==> src/rtl/hfd_pkg.sv <==
// Shared types, constants and command/status structs of the Huffman tree bit decoder.
package hfd_pkg;

  // Sizing of the node store and the code table.
  localparam int MAX_SYMBOLS  = 256;
  localparam int MAX_CODE_LEN = 32;
  localparam int NODE_DEPTH   = 2 * MAX_SYMBOLS - 1;
  localparam int IDX_W        = $clog2(NODE_DEPTH + 1);
  localparam int ADDR_W       = $clog2(NODE_DEPTH);
  localparam int SYM_W        = 8;
  localparam int CODE_W       = 32;
  localparam int CODE_IDX_W   = $clog2(CODE_W);
  localparam int LEN_W        = 6;
  localparam int BYTE_W       = 8;
  localparam int BIT_CNT_W    = $clog2(BYTE_W);
  localparam int CMP_W        = ((IDX_W > LEN_W) ? IDX_W : LEN_W) + 1;

  // Operation codes of an input item.
  localparam logic OP_LOAD   = 1'b0;
  localparam logic OP_DECODE = 1'b1;

  // Input item.
  typedef struct packed {
    logic              op;
    logic [SYM_W-1:0]  symbol;
    logic [CODE_W-1:0] code_bits;
    logic [LEN_W-1:0]  code_length;
    logic [BYTE_W-1:0] data_byte;
  } in_item_t;

  // Result item.
  typedef struct packed {
    logic [SYM_W-1:0] out_symbol;
    logic             error;
    logic             last;
  } out_item_t;

  // One entry of the node store. A child index of zero means no child.
  typedef struct packed {
    logic             leaf;
    logic [SYM_W-1:0] sym;
    logic [IDX_W-1:0] right;
    logic [IDX_W-1:0] left;
  } node_t;

  // Commands from the controller to the datapath.
  typedef struct packed {
    logic capture;
    logic walk_step;
    logic alloc_step;
    logic leaf_write;
    logic prep_read;
    logic dec_step;
    logic dec_chk;
    logic flush;
  } cmd_t;

  // Status from the datapath to the controller.
  typedef struct packed {
    logic in_op;
    logic len_bad;
    logic walk_go;
    logic fits;
    logic need_zero;
    logic alloc_last;
    logic wp_zero;
    logic dec_err;
    logic bit_last;
    logic emit_ok;
    logic pend_valid;
    logic out_free;
  } sts_t;

endpackage

==> src/rtl/hfd_ctrl.sv <==
// Controller state machine of the Huffman tree bit decoder.
module hfd_ctrl import hfd_pkg::*; (
  input  logic clk_i,
  input  logic rst_ni,
  input  logic in_valid_i,
  output logic in_ready_o,
  input  sts_t sts_i,
  output cmd_t cmd_o
);

  localparam logic [2:0] S_IDLE  = 3'd0;
  localparam logic [2:0] S_WALK  = 3'd1;
  localparam logic [2:0] S_ALLOC = 3'd2;
  localparam logic [2:0] S_LEAF  = 3'd3;
  localparam logic [2:0] S_PREP  = 3'd4;
  localparam logic [2:0] S_DSTEP = 3'd5;
  localparam logic [2:0] S_DCHK  = 3'd6;
  localparam logic [2:0] S_FLUSH = 3'd7;

  logic [2:0] state_q;
  logic [2:0] state_d;

  assign in_ready_o = state_q == S_IDLE;

  // Next state and commands.
  always_comb begin
    state_d = state_q;
    cmd_o   = '0;
    unique case (state_q)
      S_IDLE: begin
        if (in_valid_i) begin
          cmd_o.capture = 1'b1;
          if (sts_i.in_op == OP_LOAD) begin
            state_d = S_WALK;
          end else if (sts_i.wp_zero) begin
            state_d = S_DSTEP;
          end else begin
            state_d = S_PREP;
          end
        end
      end
      S_WALK: begin
        if (sts_i.len_bad) begin
          state_d = S_IDLE;
        end else if (sts_i.walk_go) begin
          cmd_o.walk_step = 1'b1;
        end else if (!sts_i.fits) begin
          state_d = S_IDLE;
        end else if (sts_i.need_zero) begin
          state_d = S_LEAF;
        end else begin
          state_d = S_ALLOC;
        end
      end
      S_ALLOC: begin
        cmd_o.alloc_step = 1'b1;
        if (sts_i.alloc_last) begin
          state_d = S_LEAF;
        end
      end
      S_LEAF: begin
        cmd_o.leaf_write = 1'b1;
        state_d          = S_IDLE;
      end
      S_PREP: begin
        cmd_o.prep_read = 1'b1;
        state_d         = S_DSTEP;
      end
      S_DSTEP: begin
        if (sts_i.emit_ok) begin
          cmd_o.dec_step = 1'b1;
          if (!sts_i.dec_err) begin
            state_d = S_DCHK;
          end else if (sts_i.bit_last) begin
            state_d = S_FLUSH;
          end
        end
      end
      S_DCHK: begin
        if (sts_i.emit_ok) begin
          cmd_o.dec_chk = 1'b1;
          state_d       = sts_i.bit_last ? S_FLUSH : S_DSTEP;
        end
      end
      S_FLUSH: begin
        if (!sts_i.pend_valid) begin
          state_d = S_IDLE;
        end else if (sts_i.out_free) begin
          cmd_o.flush = 1'b1;
          state_d     = S_IDLE;
        end
      end
      default: begin
        state_d = S_IDLE;
      end
    endcase
  end

  // State register.
  always_ff @(posedge clk_i or negedge rst_ni) begin
    if (!rst_ni) begin
      state_q <= S_IDLE;
    end else begin
      state_q <= state_d;
    end
  end

  // A decode step that may produce a result only runs when it has room to go.
  a_emit_room: assert property (@(posedge clk_i) disable iff (!rst_ni)
    cmd_o.dec_step || cmd_o.dec_chk |-> sts_i.emit_ok)
    else $error("decode step without room for a result");

  // The machine leaves idle only on an input transfer.
  a_idle_hold: assert property (@(posedge clk_i) disable iff (!rst_ni)
    state_q == S_IDLE && !(in_valid_i && in_ready_o) |=> state_q == S_IDLE)
    else $error("left idle without an input transfer");

  // A flush moves a pending result into a free output register.
  a_flush_ok: assert property (@(posedge clk_i) disable iff (!rst_ni)
    cmd_o.flush |-> sts_i.pend_valid && sts_i.out_free)
    else $error("flush without a pending result or a free output");

endmodule

==> config.mk <==
export PLATFORM = sky130hd
export DESIGN_NAME = hfd_ctrl
export DESIGN_NICKNAME = d
export VERILOG_FILES = /design/src/rtl/hfd_pkg.sv /design/src/rtl/hfd_ctrl.sv
export SDC_FILE = /design/constraint.sdc
export NUM_CORES = 1
export LEC_CHECK = 0
export BUFFER_PORTS_ARGS = -buffer_cell sky130_fd_sc_hd__buf_2
export CORE_AREA = 2 2 39 41
export CTS_CLUSTER_SIZE = 10
export DETAILED_ROUTE_END_ITERATION = 8
export DIE_AREA = 0 0 41 43
export HOLD_SLACK_MARGIN = 0.15
export PLACE_DENSITY = 0.65
export SLEW_MARGIN = 20
export SYNTH_ARGS = -nofsm -noshare
export SYNTH_HDL_FRONTEND = slang
export SYNTH_SLANG_ARGS = --single-unit
==> constraint.sdc <==
create_clock -name clk_i -period 3.32 [get_ports clk_i]
set_input_delay 0.664 -clock clk_i [delete_from_list [all_inputs] [get_ports clk_i]]
set_output_delay 0.664 -clock clk_i [all_outputs]
set_load 0.02 [all_outputs]
==> results.md <==
- Starting density of the core: 27.0%
- Synth unique cells: 29
- Top Ports: 24
- Util after Layout: a little under two fifths
- RSZ-0062 raised after global routing: no
- Postcts setup bufs: 0
- Mapped Cells: 46
- Worst EP arrival: 1.46 ns
- EDFF count, synth: 0
- Post-synthesis average cell area: 8.13 um^2
- Warnings, synthesis: 0
- Register area share after synthesis: 20.1%
- Clock-pin slew on the worst setup and hold paths: roughly 0.04 ns
- Grt total ovfl: 0
- Worst setup margin: roughly 1.2 ns
- Largest reg by FF count: state_q
- Post-CTS resize count: 0
- Final period util: 64.1%
- Die Y: 43 um
- Power Total: around 430 uW
- Clock Skew: roughly 0.0021 ns
- CP Max Fanout: 16
- Relative slew margins: just under 70%
- Worst slack, placed: 1.35 ns
- Post-Place Cells: 81
- Actual slew at the worst max-slew pin: around 0.46 ns
- Endpoints failing setup: 0
- Final nets: 85
- Layout cells sized above 1: 44.9%
- Post-synth top flop: dfrtp_1
- Post-Route Setup TNS: 0 ns
- Cts bufs inserted: 3
- Register-to-register setup slack: 1.54 ns
- Initial DRC count: 9
- CP required: 2.66 ns
- DRT Pass-1 Iters: 4
- Worst Reg2Reg Path Length in Cells: 4
- Biggest regs: state_q (3)
- Crit path to: cmd_o[2]
- PwrDens: roughly 850 mW/mm^2
- Detailed Place HPWL: 736 um
- Pins Over Slew Limit: 0
- Row Count: 14
- Hold Crit Class: input port to async pin
- Non-Filler Instances: 85
- Final Critical Period: 2.13 ns
- CTS root buffer: clkbuf_4
- CTS Buffer Depth: 2
- Die ar.: 0.00176 mm^2
- Die X: 41 um
- Max-cap violation count: 0
- Max Freq: 470 MHz
- Initial antenna violation count: 0
- Hold WS: 0.212 ns
- Reg2reg start: state_q[0]
- Placed cell areas: roughly 480 um^2
- H-tree levels: 1
- Vias post-DR: around 420
- Hold_buf cts: 0
- Sink Count: 3
- Largest register FFs: 3
- DRC viols: 0
- Vias per cell: roughly 5
- Final ANT Viol Nets: 0
- Core Area: 0.00138 mm^2
- Detailed Route WL: 924 um
- Static Leak: ~0.27 nW
- Worst-Skew Late Latency: 0.24 ns
- Worst R2R End: state_q[0]
- Synth-to-layout area growth: 36.1%
- Worst setup EP type: output pin
- Number of port buffers: 23
- Pin count of the biggest net entering global routing: 17
- CTS tree: built
- CP Launch Type: register
- CP startpoint: state_q[0]
- Asr flop ratio synth: between 90% and 100%
- Net Count, Synth: 61
- #FFs+latches synth: 3
- Final Hold Fails: 0
- Netlist Area Pre-Place: 374 um^2
- Gp weighted congestion: 0.734
- VDD IR max: between 300 and 400 uV
- GR Util All Layers: roughly an eighth
- Status: completed
- Average wire per standard cell: 10.9 um
- Critical setup path kind: register to output pin
- Post-layout instance area: 509 um^2
- Vias in the first global route: 395
- Diode count: 0
- First-pass GRT wire length: roughly 1.5 mm
-- cell families (layout without fill, tap and decap cells) --
kind of cell | count (synthesis) | after routing | share of synthesized area, %
compound gates | 13 | 13 | 28.4
xor+xnor | 1 | 1 | 2.34
buf+inv | 7 | 30 | 10.0
flops | 3 | 3 | 20.1
mux | 1 | 1 | 4.01
simple gates | 21 | 21 | 35.1
-- cell usage after synthesis (all sizes together) (2+ instances only) --
| cell | number | area, um^2 |
|---|---|---|
| nor2 | 3 | 11.3 |
| and3 | 4 | 25.0 |
| o21ai | 2 | 13.8 |
| dfrtp | 3 | 75.1 |
| nor2b | 4 | 25.0 |
| inv | 3 | 11.3 |
| o21a | 2 | 15.0 |
| buf | 4 | 26.3 |
| nor3 | 3 | 15.0 |
-- placed cells by master, fill, tap and decap left out --
| master | instances |
|---|---|
| buf_2 | 23 |
| and3_1 | 4 |
| nor2b_1 | 4 |
| inv_1 | 3 |
| nor3_1 | 3 |
| nor2_1 | 3 |
| clkbuf_4 | 3 |
| dfrtp_1 | 3 |
| o21a_1 | 2 |
| nand2_1 | 1 |
| and4_1 | 1 |
| and2_1 | 1 |
| nand4_1 | 1 |
| xnor2_1 | 1 |
| nand4bb_1 | 1 |
| o211ai_2 | 1 |
| a221o_1 | 1 |
| or4_4 | 1 |
| o21ai_2 | 1 |
| a21oi_2 | 1 |
| a211o_1 | 1 |
| a22o_1 | 1 |
| a31oi_1 | 1 |
| a21boi_0 | 1 |
| o22ai_1 | 1 |
| nor3b_1 | 1 |
| o21ai_0 | 1 |
| o31a_1 | 1 |
| mux2_4 | 1 |
| clkbuf_1 | 1 |
-- metal layers --
metal / share of wire, % / vias to the layer above / track usage (%) / wire length, um
met2: 51 / 22 / 21.6 / 467
met5: 0 / - / 0 / 0
met3: 9.5 / 3 / 1.57 / 88
met1: 38 / 183 / 13.9 / 351
met4: 1.8 / 0 / 10.0 / 17
li1: - / 215 / - / -
-- where the power goes --
part | switching [mW] | internal [mW]
logic | 0.121 | 0.130
registers | 0.0639 | 0.0545
clock network | 0.0204 | 0.0451
-- worst max-delay path, stage by stage, from the launching register on --
cell and delay (ns):
dfrtp_1 0.61, nor2b_1 0.27, and3_1 0.19, buf_2 0.16
-- cell type report --
type	instances	area, um^2
sequential	3	75.1
multi-input combinational	36	262
inverter	3	11.3
timing repair buffer	23	115
fill	155	875
tap	16	20.0
clock buffer	4	26.3
-- how the worst min path moves through the flow --
| stage | end | cells after the start | slack (ns) | from |
|---|---|---|---|---|
| 2_1_floorplan | state_q[0] | 0 | 0.37 | rst_ni |
| 4_1_cts | state_q[1] | 1 | 0.21 | rst_ni |
| 3_3_place_gp | state_q[0] | 1 | 0.46 | rst_ni |
| 6_report | state_q[1] | 1 | 0.21 | rst_ni |
| 3_5_place_dp | state_q[2] | 1 | 0.46 | rst_ni |
| 5_1_grt | state_q[2] | 1 | 0.22 | rst_ni |
No activity file was read; power rests on OpenSTA's default activity.
